`config.mk`:
```
export PLATFORM = sky130hd
export DESIGN_NAME = servo_command_rate_guard
export DESIGN_NICKNAME = d
export VERILOG_FILES = /design/src/rtl/core/scrg_pkg.sv /design/src/rtl/core/scrg_cfg_regs.sv /design/src/rtl/core/scrg_guard_core.sv /design/src/rtl/core/servo_command_rate_guard.sv
export VERILOG_INCLUDE_DIRS = /design/src /design/src/rtl/core
export SDC_FILE = /design/constraint.sdc
export NUM_CORES = 1
export LEC_CHECK = 0
export ABC_AREA = 1
export BUFFER_PORTS_ARGS = -buffer_cell sky130_fd_sc_hd__buf_4
export CELL_PAD_IN_SITES_DETAIL_PLACEMENT = 1
export CELL_PAD_IN_SITES_GLOBAL_PLACEMENT = 1
export CORE_MARGIN = 10
export CORE_UTILIZATION = 43
export DETAILED_ROUTE_END_ITERATION = 10
export PLACE_DENSITY_LB_ADDON = 0.1
export SLEW_MARGIN = 20
export SYNTH_ARGS = -nofsm -noshare
export SYNTH_HDL_FRONTEND = slang
export SYNTH_HIERARCHICAL = 1
export SYNTH_SLANG_ARGS = --single-unit
```
`constraint.sdc`:
```
create_clock -name clk -period 24.3 [get_ports clk]
set_clock_uncertainty 0.15 [all_clocks]
set_input_delay 2.43 -clock clk [delete_from_list [all_inputs] [get_ports clk]]
set_output_delay 2.43 -clock clk [all_outputs]
set_load 0.005 [all_outputs]
```
`src/rtl/core/servo_command_rate_guard_assert.svh`:
```
// ----------------------------------------------------------------------------
// servo_command_rate_guard assertion macros
// Concurrent assertion wrappers on clk; compiled out when SYNTH is defined.
// ----------------------------------------------------------------------------
`ifndef SERVO_COMMAND_RATE_GUARD_ASSERT_SVH
`define SERVO_COMMAND_RATE_GUARD_ASSERT_SVH

`ifndef SYNTH
// check on every clock edge outside reset
`define SCRG_ASSERT(label, prop) \
  label: assert property (@(posedge clk) disable iff (rst) prop) \
    else $error("scrg assertion failed");
// check on every clock edge, reset included
`define SCRG_ASSERT_ALWAYS(label, prop) \
  label: assert property (@(posedge clk) prop) \
    else $error("scrg assertion failed");
`else
`define SCRG_ASSERT(label, prop)
`define SCRG_ASSERT_ALWAYS(label, prop)
`endif

`endif

```
`src/rtl/core/scrg_pkg.sv`:
```
// ----------------------------------------------------------------------------
// scrg_pkg
// Shared types, constants and the pulse level function of the servo guard.
// ----------------------------------------------------------------------------
package scrg_pkg;

  localparam int unsigned SERVO_COUNT = 2;
  localparam int unsigned SERVO_IDX_W = 1;

  localparam logic [11:0] LEVEL_BASE  = 12'd500;
  localparam logic [7:0]  ANGLE_MAX   = 8'd180;
  localparam logic [7:0]  ANGLE_SCALE = 8'd100;
  // floor(x/9) == (x*58255) >> 19 for every x up to 180*100
  localparam logic [15:0] DIV9_RECIP  = 16'd58255;
  localparam int unsigned DIV9_SHIFT  = 19;

  localparam logic [7:0] COUNT_MAX = 8'd255;

  typedef enum logic [1:0] {
    ST_DONE  = 2'd0,
    ST_SKIP  = 2'd1,
    ST_BLOCK = 2'd2
  } status_t;

  typedef enum logic [1:0] {
    REG_MIN_INTERVAL  = 2'd0,
    REG_WINDOW_LENGTH = 2'd1,
    REG_WINDOW_LIMIT  = 2'd2,
    REG_COOLDOWN      = 2'd3
  } reg_addr_t;

  typedef struct packed {
    logic [15:0] min_interval_ms;
    logic [15:0] window_length_ms;
    logic [7:0]  window_limit;
    logic [15:0] cooldown_ms;
  } cfg_t;

  localparam cfg_t CFG_RESET = '{
    min_interval_ms:  16'd250,
    window_length_ms: 16'd1200,
    window_limit:     8'd5,
    cooldown_ms:      16'd2000
  };

  typedef struct packed {
    status_t     status;
    logic [11:0] pulse_level;
    logic        lockout_tripped;
  } result_t;

  function automatic logic [11:0] level_of(logic [7:0] angle);
    logic [7:0]  a;
    logic [14:0] scaled;
    logic [30:0] prod;
    a      = (angle > ANGLE_MAX) ? ANGLE_MAX : angle;
    scaled = 15'(a * ANGLE_SCALE);
    prod   = 31'(scaled * DIV9_RECIP);
    return LEVEL_BASE + 12'(prod >> DIV9_SHIFT);
  endfunction

endpackage

```
`src/rtl/core/scrg_cfg_regs.sv`:
```
// ----------------------------------------------------------------------------
// scrg_cfg_regs
// APB register file holding the guard limits; zero wait states.
// ----------------------------------------------------------------------------
module scrg_cfg_regs (
  input  logic          clk,
  input  logic          rst,
  input  logic          psel,
  input  logic          penable,
  input  logic          pwrite,
  input  logic [3:0]    paddr,
  input  logic [31:0]   pwdata,
  output logic [31:0]   prdata,
  output logic          pready,
  output scrg_pkg::cfg_t cfg
);
  import scrg_pkg::*;

  logic      wr_en;
  reg_addr_t addr;

  assign pready = 1'b1;
  assign wr_en  = psel & penable & pwrite & pready;
  assign addr   = reg_addr_t'(paddr[3:2]);

  always_ff @(posedge clk) begin
    if (rst) begin
      cfg <= CFG_RESET;
    end else if (wr_en) begin
      unique case (addr)
        REG_MIN_INTERVAL:  cfg.min_interval_ms  <= pwdata[15:0];
        REG_WINDOW_LENGTH: cfg.window_length_ms <= pwdata[15:0];
        REG_WINDOW_LIMIT:  cfg.window_limit     <= pwdata[7:0];
        REG_COOLDOWN:      cfg.cooldown_ms      <= pwdata[15:0];
      endcase
    end
  end

  always_comb begin
    unique case (addr)
      REG_MIN_INTERVAL:  prdata = {16'd0, cfg.min_interval_ms};
      REG_WINDOW_LENGTH: prdata = {16'd0, cfg.window_length_ms};
      REG_WINDOW_LIMIT:  prdata = {24'd0, cfg.window_limit};
      REG_COOLDOWN:      prdata = {16'd0, cfg.cooldown_ms};
    endcase
  end

`include "servo_command_rate_guard_assert.svh"

  `SCRG_ASSERT(a_limit_write, wr_en && addr == REG_WINDOW_LIMIT |=> cfg.window_limit == $past(pwdata[7:0]))

endmodule

```
`src/rtl/core/scrg_guard_core.sv`:
```
// ----------------------------------------------------------------------------
// scrg_guard_core
// Per-servo guard state and the single-pass check of one command.
// ----------------------------------------------------------------------------
module scrg_guard_core (
  input  logic                              clk,
  input  logic                              rst,
  input  logic                              step_en,
  input  logic [scrg_pkg::SERVO_IDX_W-1:0]  servo_index,
  input  logic [31:0]                       now_ms,
  input  logic [7:0]                        cmd_angle,
  input  scrg_pkg::cfg_t                    cfg,
  output scrg_pkg::result_t                 result
);
  import scrg_pkg::*;

  // per-servo state
  logic        guard_ready      [SERVO_COUNT];
  logic [7:0]  current_angle    [SERVO_COUNT];
  logic [11:0] current_level    [SERVO_COUNT];
  logic        last_time_valid  [SERVO_COUNT];
  logic [31:0] last_accept_time [SERVO_COUNT];
  logic [31:0] window_start     [SERVO_COUNT];
  logic [31:0] lockout_end      [SERVO_COUNT];
  logic [7:0]  window_count     [SERVO_COUNT];

  // next values for the addressed servo
  logic        in_range;
  logic [7:0]  angle_next;
  logic [11:0] level_next;
  logic        last_valid_next;
  logic [31:0] last_time_next;
  logic [31:0] win_start_next;
  logic [31:0] lock_end_next;
  logic [7:0]  count_next;

  logic [11:0] target_level;

  assign in_range     = 32'(servo_index) < SERVO_COUNT;
  assign target_level = level_of(cmd_angle);

  always_comb begin
    logic        ready;
    logic [7:0]  cur_angle;
    logic [11:0] cur_level;
    logic        last_v;
    logic [31:0] win_eff;
    logic [31:0] lock_eff;
    logic [7:0]  count_eff;
    logic [31:0] d_lock;
    logic [31:0] d_last;
    logic [31:0] d_win;
    logic        locked;
    logic        too_soon;
    logic        restart;
    logic [7:0]  count_base;
    logic [7:0]  count_inc;

    ready     = guard_ready[servo_index];
    // a servo seen for the first time starts from a fresh guard
    cur_angle = ready ? current_angle[servo_index]   : 8'd0;
    cur_level = ready ? current_level[servo_index]   : LEVEL_BASE;
    last_v    = ready ? last_time_valid[servo_index] : 1'b0;
    win_eff   = ready ? window_start[servo_index]    : now_ms;
    lock_eff  = ready ? lockout_end[servo_index]     : now_ms;
    count_eff = ready ? window_count[servo_index]    : 8'd0;

    d_lock   = lock_eff - now_ms;
    d_last   = now_ms - last_accept_time[servo_index];
    d_win    = now_ms - win_eff;
    locked   = (d_lock != 32'd0) && !d_lock[31];
    too_soon = last_v && (d_last[31] || d_last < {16'd0, cfg.min_interval_ms});
    restart  = !d_win[31] && (d_win > {16'd0, cfg.window_length_ms});

    count_base = restart ? 8'd0 : count_eff;
    count_inc  = (count_base == COUNT_MAX) ? COUNT_MAX : count_base + 8'd1;

    angle_next      = cur_angle;
    level_next      = cur_level;
    last_valid_next = last_v;
    last_time_next  = last_accept_time[servo_index];
    win_start_next  = win_eff;
    lock_end_next   = lock_eff;
    count_next      = count_eff;

    result.status          = ST_BLOCK;
    result.pulse_level     = cur_level;
    result.lockout_tripped = 1'b0;

    if (!in_range) begin
      result.pulse_level = LEVEL_BASE;
    end else if (locked) begin
      result.status = ST_BLOCK;
    end else if (cmd_angle == cur_angle) begin
      result.status = ST_SKIP;
    end else if (too_soon) begin
      result.status = ST_BLOCK;
    end else begin
      win_start_next = restart ? now_ms : win_eff;
      count_next     = count_inc;
      if ({24'd0, count_inc} > {24'd0, cfg.window_limit}) begin
        // over the window limit: start the cooldown
        lock_end_next          = now_ms + {16'd0, cfg.cooldown_ms};
        result.status          = ST_BLOCK;
        result.lockout_tripped = 1'b1;
      end else begin
        angle_next         = cmd_angle;
        level_next         = target_level;
        last_valid_next    = 1'b1;
        last_time_next     = now_ms;
        result.status      = ST_DONE;
        result.pulse_level = target_level;
      end
    end
  end

  always_ff @(posedge clk) begin
    if (rst) begin
      for (int i = 0; i < SERVO_COUNT; i++) begin
        guard_ready[i]     <= 1'b0;
        last_time_valid[i] <= 1'b0;
      end
    end else if (step_en && in_range) begin
      guard_ready[servo_index]     <= 1'b1;
      last_time_valid[servo_index] <= last_valid_next;
    end
  end

  always_ff @(posedge clk) begin
    if (step_en && in_range) begin
      current_angle[servo_index]    <= angle_next;
      current_level[servo_index]    <= level_next;
      last_accept_time[servo_index] <= last_time_next;
      window_start[servo_index]     <= win_start_next;
      lockout_end[servo_index]      <= lock_end_next;
      window_count[servo_index]     <= count_next;
    end
  end

`include "servo_command_rate_guard_assert.svh"

  `SCRG_ASSERT(a_trip_blocks, result.lockout_tripped |-> result.status == ST_BLOCK)
  `SCRG_ASSERT(a_ready_sticks, $past(guard_ready[0]) |-> guard_ready[0])
  `SCRG_ASSERT(a_valid_needs_ready, last_time_valid[0] |-> guard_ready[0])

endmodule

```
`src/rtl/core/servo_command_rate_guard.sv`:
```
// ----------------------------------------------------------------------------
// servo_command_rate_guard
// Rate limiter with lockout for servo angle commands; top level.
// ----------------------------------------------------------------------------
// Commands arrive on the s_ stream: s_tuser selects the servo, s_tdata
// carries the millisecond timestamp and the requested angle. Each command
// gives exactly one result beat on the m_ stream: status (done, skipped,
// blocked), the servo's PWM compare level after the command, and a flag
// set when the command tripped a cooldown lockout.
// A command passes through the input register, then the guard check and
// state update into the result register.
// Throughput is one command per cycle while m_tready stays high; the
// per-servo state is written in the same cycle the result is registered,
// so back-to-back commands to the same servo see each other's updates.
// When m_tready is low and a result is held, one more command may sit in
// the input register; s_tready then drops until the result is taken.
// Reset clears all guards (each servo is set up again on its next command)
// and loads the default limits. The user must write the limits through the
// APB port only while the stream is idle; the block does not enforce this.
// ----------------------------------------------------------------------------
module servo_command_rate_guard (
  input  logic        clk,
  input  logic        rst,
  // command stream
  input  logic        s_tvalid,
  output logic        s_tready,
  input  logic [39:0] s_tdata,   // [31:0] now_ms, [39:32] angle
  input  logic        s_tuser,   // [0] servo_index
  // result stream
  output logic        m_tvalid,
  input  logic        m_tready,
  output logic [15:0] m_tdata,   // [1:0] status, [13:2] pulse_level,
                                 // [14] lockout_tripped, [15] zero
  // configuration
  input  logic        psel,
  input  logic        penable,
  input  logic        pwrite,
  input  logic [3:0]  paddr,
  input  logic [31:0] pwdata,
  output logic [31:0] prdata,
  output logic        pready
);
  import scrg_pkg::*;

  cfg_t cfg;

  logic                   in_valid;
  logic [SERVO_IDX_W-1:0] in_index;
  logic [31:0]            in_now;
  logic [7:0]             in_angle;
  logic                   advance;

  result_t step_result;
  result_t out_result;

  scrg_cfg_regs u_cfg (
    .clk     (clk),
    .rst     (rst),
    .psel    (psel),
    .penable (penable),
    .pwrite  (pwrite),
    .paddr   (paddr),
    .pwdata  (pwdata),
    .prdata  (prdata),
    .pready  (pready),
    .cfg     (cfg)
  );

  scrg_guard_core u_core (
    .clk          (clk),
    .rst          (rst),
    .step_en      (advance),
    .servo_index  (in_index),
    .now_ms       (in_now),
    .cmd_angle    (in_angle),
    .cfg          (cfg),
    .result       (step_result)
  );

  // move the held command into the result register when it is free
  assign advance  = in_valid && (!m_tvalid || m_tready);
  assign s_tready = !in_valid || advance;

  always_ff @(posedge clk) begin
    if (rst) begin
      in_valid <= 1'b0;
    end else if (s_tready) begin
      in_valid <= s_tvalid;
    end
  end

  always_ff @(posedge clk) begin
    if (s_tready && s_tvalid) begin
      in_index <= SERVO_IDX_W'(s_tuser);
      in_now   <= s_tdata[31:0];
      in_angle <= s_tdata[39:32];
    end
  end

  always_ff @(posedge clk) begin
    if (rst) begin
      m_tvalid <= 1'b0;
    end else if (advance) begin
      m_tvalid <= 1'b1;
    end else if (m_tready) begin
      m_tvalid <= 1'b0;
    end
  end

  always_ff @(posedge clk) begin
    if (advance) begin
      out_result <= step_result;
    end
  end

  assign m_tdata = {1'b0, out_result.lockout_tripped, out_result.pulse_level,
                    out_result.status};

`include "servo_command_rate_guard_assert.svh"

  `SCRG_ASSERT_ALWAYS(a_reset_empty, rst |=> !m_tvalid && !in_valid)
  `SCRG_ASSERT(a_advance_fills, advance |=> m_tvalid)

endmodule

```
==> impl_summary.txt, run 1 <==
----------------------------------------------------
[Placed design]
  Setup slack at placement ... 12.83 ns
  # port buffers ... 98
  Gpl congestion ... 0.893
  Post-detail-place hpwl ... 75.0 mm

[Timing]
  Setup repair after global routing missed its margin ... no
  Setup TNS ... 0 ns
  Min Clock Period, post-route ... 11.49 ns
  Worst setup margin ... 12.81 ns
  Max-slew headroom ... 27.9%
  Final clock period utilization by the worst path ... 47.3%
  Max-slew violations ... 0
  Setup-failing EPs final ... 0
  Pin slew with the least headroom to its limit ... 1.08 ns
  Achievable frequency ... 0.0871 GHz
  Final count of hold timing violations ... 0

[Synth]
  Adder-Cell Fraction of Synth Area ... 15.6%
  Combinational family with the most area after synthesis ... simple AND/OR/NAND/NOR gates
  Number of synthesized register bits ... 366
  Synth async-reset ratio ... 0%
  Most used DFF post-synth ... sky130_fd_sc_hd__edfxtp_1
  Yosys cell types ... 53
  Number of enable-type register cells in the synthesized netlist ... 306
  Yosys warnings ... 6
  Simple-gate area share of the yosys netlist ... 24.5%
  Share of the synthesized area in compound gates (AO/OA/AOI/OAI) ... 10.1%
  Share of synthesized area occupied by flip-flops and latches ... 35.7%
  Post-synthesis share of cell area spent on xor and xnor gates ... 3.31%
  Mux share of post-synthesis cell area ... 1.07%
  Synthesized area ... 0.0291 mm2
  Mean cell area of the mapped netlist ... 7.66 um2
  Mapped Cells ... 3795

[Outcome]
  Run status ... completed

[Floorplanning]
  Total die area ... 0.0784 mm2
  Row Count ... 95
  Width of the die ... 280 um
  Area of the placeable core ... 0.0672 mm2
  Die outline height ... 280 um
  Boundary pin count ... 135
  Initial standard-cell utilization of the core ... 43.3%

[Global routing]
  Maximum number of pins on one net before global-route repair ... 81
  Wire length of the first global-routing pass ... 148 mm
  Sum of overflow across all layers after global routing ... 0
  Number of global-route vias before repair ... 26386
  Antenna violations before repair ... 5
  Total track usage ... 23.9%

[Route]
  Routed wire length per instance ... 19.7 um
  Residual DRC count ... 0
  Via Count ... 25675
  DRT Pass-1 Iters ... 5
  Detailed-route wire length ... 94.3 mm
  First DRT Iteration DRCs ... 1442
  Via density ... 5.35
  Final ANT Viol Nets ... 0

[Critical path]
  Standard cell with the maximum stage delay on the critical path ... sky130_fd_sc_hd__clkinv_2
  Critical path arrival ... 11.64 ns
  Kind of end point of the critical path ... flip-flop
  Endpoint required time on the critical path ... 24.45 ns
  Category of the worst setup path launch point ... flip-flop
  Reg-to-reg slack, setup ... 12.81 ns
  Classification of the worst setup path ... reg -> reg
  Cell occurring most often along the worst timing path ... sky130_fd_sc_hd__nand2_1
  Critical path's largest stage delay ... 0.66 ns
  Crit Path Max Fanout ... 76

[Layout]
  Fillcell total ... 8358
  Synth-to-Final Area Change ... 10.6%
  Core utilization of the finished layout ... 47.9%
  Fraction of final layout cells with drive strength greater than 1 ... 6.57%
  Antenna diode instance count ... 0
  Leading cell types in the layout, fill and taps excluded ... 987 x sky130_fd_sc_hd__nand2_1, 563 x sky130_fd_sc_hd__inv_1, 398 x sky130_fd_sc_hd__nor2_1
  Final layout net count ... 4300
  Most common cell after layout, fill and taps aside ... sky130_fd_sc_hd__nand2_1

[Clock network]
  Clk slew on worst S/H paths ... 0.06 ns
  TritonCTS clock tree ... built
  # clock sinks ... 366
  Clock tree buffer depth ... 3
  Quantity of hold-fixing buffers added after cts ... 0
  Number of buffers created by CTS ... 44
  Number of gates given a new drive strength after cts ... 0
  Number of buffers inserted to repair setup after CTS ... 0
  Later-pin clock latency in the skew report ... 0.61 ns
  Clock Tree Root ... sky130_fd_sc_hd__clkbuf_16
  H-tree levels ... 2

[Flow run]
  Number of max-cap violations ... 0

[Worst hold path]
  Hold WC Path Type ... reg -> reg

----------------------------------------------------
## worst max-delay path, delay by kind of cell (launching register included)
family / cells / cell delay, ns
and+or+nand+nor: 26 / 3.92
xor gates and xnor gates: 1 / 0.24
buffers and inverters: 9 / 3.47
AOI/OAI and AO/OA: 9 / 1.74
adders and majority gates: 4 / 1.13
DFF: 1 / 0.35
## through the flow
step | cells | hold WS (ns) | area [um2]
floorplan | 3810 | 0.292 | 29100
global placement | 4719 | 0.306 | 30700
detailed placement | 4719 | 0.314 | 30700
CTS | 4799 | 0.326 | 32200
global route | 4799 | 0.345 | 32200
finish | 4799 | 0.322 | 32200
## cells by family (layout without fill, tap and decap cells)
kind of cell / after synthesis / after routing
buf+inv: 686 / 802
simple gates: 1732 / 1732
compound gates: 543 / 543
xor+xnor: 110 / 110
flops: 366 / 366
mux: 31 / 31
other cells: 3 / 18
fa+ha+maj: 324 / 324
## final cells by class
type | count | area, um2 | area share, %
sequential | 366 | 10400 | 32.3
inverter | 578 | 2180 | 6.79
clock buffer | 58 | 1220 | 3.79
clock inverter | 22 | 230 | 0.716
timing repair buffer | 144 | 1080 | 3.36
multi-input combinational | 2758 | 16000 | 49.6
tap | 873 | 1090 | 3.40
## synthesized netlist by cell type (29+ instances only)
cell type | n | area, um2
sky130_fd_sc_hd__edfxtp_1 | 306 | 9190
sky130_fd_sc_hd__mux2i_1 | 31 | 310
sky130_fd_sc_hd__fa_1 | 65 | 1300
sky130_fd_sc_hd__o21ai_1 | 73 | 365
sky130_fd_sc_hd__clkbuf_1 | 40 | 150
sky130_fd_sc_hd__nand2_1 | 987 | 3700
sky130_fd_sc_hd__nor2_1 | 399 | 1500
sky130_fd_sc_hd__xor2_1 | 89 | 780
sky130_fd_sc_hd__nand3_1 | 225 | 1130
sky130_fd_sc_hd__o21ai_0 | 192 | 961
sky130_fd_sc_hd__nor3_1 | 29 | 145
sky130_fd_sc_hd__nand4_1 | 43 | 269
sky130_fd_sc_hd__ha_1 | 259 | 3240
sky130_fd_sc_hd__a21oi_1 | 180 | 901
sky130_fd_sc_hd__inv_1 | 567 | 2130
sky130_fd_sc_hd__dfxtp_1 | 60 | 1200
## per-layer routing
| layer | vias to the layer above | routed length (um) | track usage [%] |
|---|---|---|---|
| met4 | 4 | 2390 | 6.28 |
| met1 | 12465 | 44300 | 32.7 |
| met2 | 511 | 42800 | 39.1 |
| li1 | 12576 | - | - |
| met5 | - | 23 | 0 |
| met3 | 119 | 4890 | 3.52 |
## flip-flops by register name, indices dropped and copies added, names as in the netlist, 2 cells and up
name / count
u_core/last_accept_time: 64
u_core/lockout_end: 64
u_core/window_start: 64
u_cfg/cfg: 56
in_now: 32
u_core/current_level: 24
u_core/current_angle: 16
u_core/window_count: 16
m_tdata: 15
in_angle: 8
u_core/guard_ready: 2
u_core/last_time_valid: 2
## worst paths after layout
path | from | to | cells after the start
setup / recovery | in_index$_DFFE_PP_ | u_core/last_accept_time[0][1]$_DFFE_PP_ | 49
hold / removal | u_core/guard_ready[1]$_DFF_P_ | u_core/guard_ready[1]$_DFF_P_ | 2
setup reg to reg | in_index$_DFFE_PP_ | u_core/last_accept_time[0][1]$_DFFE_PP_ | 49
hold reg to reg | u_core/guard_ready[1]$_DFF_P_ | u_core/guard_ready[1]$_DFF_P_ | 2
Power of run 1 is left out: the tool's default activity adds up to more than one toggle a clock period on the data nets, which glitch-free logic cannot reach.
==> run 2, diff against run 1 <==
==> constraint.sdc (replaced) <==
create_clock -name clk -period 11.9 [get_ports clk]
set_clock_uncertainty 0.15 [all_clocks]
set_input_delay 1.19 -clock clk [delete_from_list [all_inputs] [get_ports clk]]
set_output_delay 1.19 -clock clk [all_outputs]
set_load 0.005 [all_outputs]
==> impl_summary.txt, run 2 (synthesis results as in run 1) <==
----------------------------------------------------
[Layout]
  Fillcell total ... 8393 (+0.42%)
  Antenna diode instance count ... 0 (unchanged)
  Leading cell types in the layout, fill and taps excluded ... 987 x sky130_fd_sc_hd__nand2_1, 563 x sky130_fd_sc_hd__inv_1, 398 x sky130_fd_sc_hd__nor2_1
  Most common cell after layout, fill and taps aside ... sky130_fd_sc_hd__nand2_1
  Biggest regs ... u_core/last_accept_time: 64 flops, u_core/lockout_end: 64 flops, u_core/window_start: 64 flops
  Area occupied by multi-input gates ... 0.0160 mm2 (unchanged)
  Fraction of final layout cells with drive strength greater than 1 ... 6.55% (-0.020 points)
  Register area ... 0.0104 mm2 (unchanged)
  Synth-to-Final Area Change ... 10.5% (about the same)
  Final layout net count ... 4300 (unchanged)

[Placed design]
  Post-detail-place hpwl ... 74.1 mm (-1.2%)
  Gpl congestion ... 0.894 (about the same)
  # port buffers ... 98 (unchanged)

[Clock network]
  H-tree levels ... 2 (unchanged)
  Clk slew on worst S/H paths ... 0.06 ns (about the same)
  Number of gates given a new drive strength after cts ... 0 (unchanged)
  Clock Tree Root ... sky130_fd_sc_hd__clkbuf_16
  # clock sinks ... 366 (unchanged)
  Clock tree buffer depth ... 3 (unchanged)
  Number of buffers inserted to repair setup after CTS ... 0 (unchanged)
  Quantity of hold-fixing buffers added after cts ... 0 (unchanged)
  Later-pin clock latency in the skew report ... 0.60 ns (about the same)
  TritonCTS clock tree ... built
  Number of buffers created by CTS ... 43 (-2.3%)

[Route]
  Via density ... 5.34 (-0.26%)
  Via Count ... 25592 (-0.32%)
  DRT Pass-1 Iters ... 5 (unchanged)
  First DRT Iteration DRCs ... 1430 (-0.83%)
  Routed wire length per instance ... 19.6 um (-0.13%)
  Residual DRC count ... 0 (unchanged)
  Detailed-route wire length ... 94.2 mm (-0.19%)
  Final ANT Viol Nets ... 0 (unchanged)

[Timing]
  Pin slew with the least headroom to its limit ... 1.07 ns (-0.00771 ns)
  Final clock period utilization by the worst path ... 87.7% (+40 points)
  Setup repair after global routing missed its margin ... no
  Setup TNS ... 0 ns (unchanged)
  Max-slew violations ... 0 (unchanged)
  Final count of hold timing violations ... 0 (unchanged)
  Max-slew headroom ... 28.4% (+0.51 points)
  Setup-failing EPs final ... 0 (unchanged)
  Min Clock Period, post-route ... 10.44 ns (-1.05 ns)
  Achievable frequency ... 0.0958 GHz (+10%)

[Global routing]
  Wire length of the first global-routing pass ... 147 mm (-0.55%)
  Maximum number of pins on one net before global-route repair ... 75 (-7.4%)
  Antenna violations before repair ... 4 (-1)
  Total track usage ... 23.8% (-0.14 points)
  Sum of overflow across all layers after global routing ... 0 (unchanged)
  Number of global-route vias before repair ... 26395 (+0.034%)

[Worst hold path]
  Hold path startpoint ... u_cfg/cfg[31]$_SDFFE_PP1P_
  Hold WC Path Type ... reg -> reg
  End point of the worst hold path ... u_cfg/cfg[31]$_SDFFE_PP1P_
  Hold-critical path depth ... 2 (unchanged)

[Critical path]
  Standard cell with the maximum stage delay on the critical path ... sky130_fd_sc_hd__inv_2
  Cell occurring most often along the worst timing path ... sky130_fd_sc_hd__nand2_1
  Critical path's largest stage delay ... 0.69 ns (+0.03 ns)
  Bufs and invs on worst path ... 7 (-2)
  Critical path arrival ... 10.59 ns (-1.05 ns)
  Cell type group with the largest total delay on the critical path ... simple AND/OR/NAND/NOR gates
  Reg-to-reg slack, setup ... 1.46 ns (-11.35 ns)
  Worst reg2reg endpoint ... u_core/last_accept_time[0][29]$_DFFE_PP_
  Crit Path Max Fanout ... 37 (-51%)
  Kind of end point of the critical path ... flip-flop
  Category of the worst setup path launch point ... flip-flop
  Endpoint required time on the critical path ... 12.05 ns (-12.40 ns)
  Classification of the worst setup path ... reg -> reg
  RR Startpoint ... in_index$_DFFE_PP_
  Number of cells on the worst reg-to-reg path ... 47 (-4.1%)

[Floorplanning]
  Die outline height ... 280 um (unchanged)
  Initial standard-cell utilization of the core ... 43.3% (unchanged)
  Area of the placeable core ... 0.0672 mm2 (unchanged)
  Row Count ... 95 (unchanged)
  Total die area ... 0.0784 mm2 (unchanged)
  Boundary pin count ... 135 (unchanged)
  Width of the die ... 280 um (unchanged)

[Outcome]
  Run status ... completed

[Flow run]
  Number of max-cap violations ... 0 (unchanged)

----------------------------------------------------
-- run 2: changes by cell type in the layout (fill, tap and decap cells not counted), sizes merged --
cell,change
clkbuf,-8
clkinv,+6
inv,-3
buf,+1
clkinvlp,+1
-- run 2: worst max-delay path by stage --
| stage | startpoint | endpoint | slack [ns] | cells past startpoint |
|---|---|---|---|---|
| 3_5_place_dp | in_index$_DFFE_PP_ | u_core/last_accept_time[0][4]$_DFFE_PP_ | 1.45 | 47 |
| 6_report | in_index$_DFFE_PP_ | u_core/last_accept_time[0][29]$_DFFE_PP_ | 1.46 | 47 |
| 3_3_place_gp | in_index$_DFFE_PP_ | u_core/last_accept_time[0][2]$_DFFE_PP_ | 1.57 | 47 |
| 5_1_grt | in_index$_DFFE_PP_ | u_core/last_accept_time[0][29]$_DFFE_PP_ | 0.52 | 48 |
| 2_1_floorplan | in_angle[7]$_DFFE_PP_ | m_tdata[10]$_DFFE_PP_ | 3.32 | 43 |
| 4_1_cts | in_index$_DFFE_PP_ | u_core/last_accept_time[0][29]$_DFFE_PP_ | 1.38 | 47 |
-- run 2: worst reg2reg max path, delay by kind of cell (launching register included) --
kind                       cells  cell delay (ns)
DFF                            1             0.46
and+or+nand+nor               26             3.89
adders and majority gates      4             1.11
AOI/OAI and AO/OA              9             1.80
xor gates and xnor gates       1             0.24
buffers and inverters          7             2.53
-- run 2: layer usage --
layer	share of wire [%]	global-route usage, %	vias up
met2	46	39.5	489
met4	2.1	5.42	4
li1	-	-	12558
met5	0.021	0	-
met1	46	32.0	12430
met3	5.1	3.75	111
-- run 2: final cells by class --
| type | count | area share (%) |
|---|---|---|
| Multi-Input combinational cell | 2758 | 49.7 |
| Inverter | 578 | 6.79 |
| Sequential cell | 366 | 32.3 |
| Clock inverter | 26 | 0.779 |
| Clock buffer | 50 | 3.63 |
| Timing Repair Buffer | 145 | 3.39 |
| Tap cell | 873 | 3.40 |
-- run 2: stage by stage --
stage | util (%) | instance area, um2 | hold slack, ns | instances | setup slack [ns]
after floorplan | - | 29100 | 0.292 | 3810 | 3.32
after global placement | 45.7 | 30700 | 0.324 | 4720 | 1.57
after detailed placement | 45.7 | 30700 | 0.329 | 4720 | 1.45
after CTS | 47.8 | 32100 | 0.335 | 4796 | 1.38
after global routing | 47.8 | 32100 | 0.366 | 4796 | 0.522
final | 47.8 | 32100 | 0.339 | 4796 | 1.46
Power of run 2 is left out for the same reason.
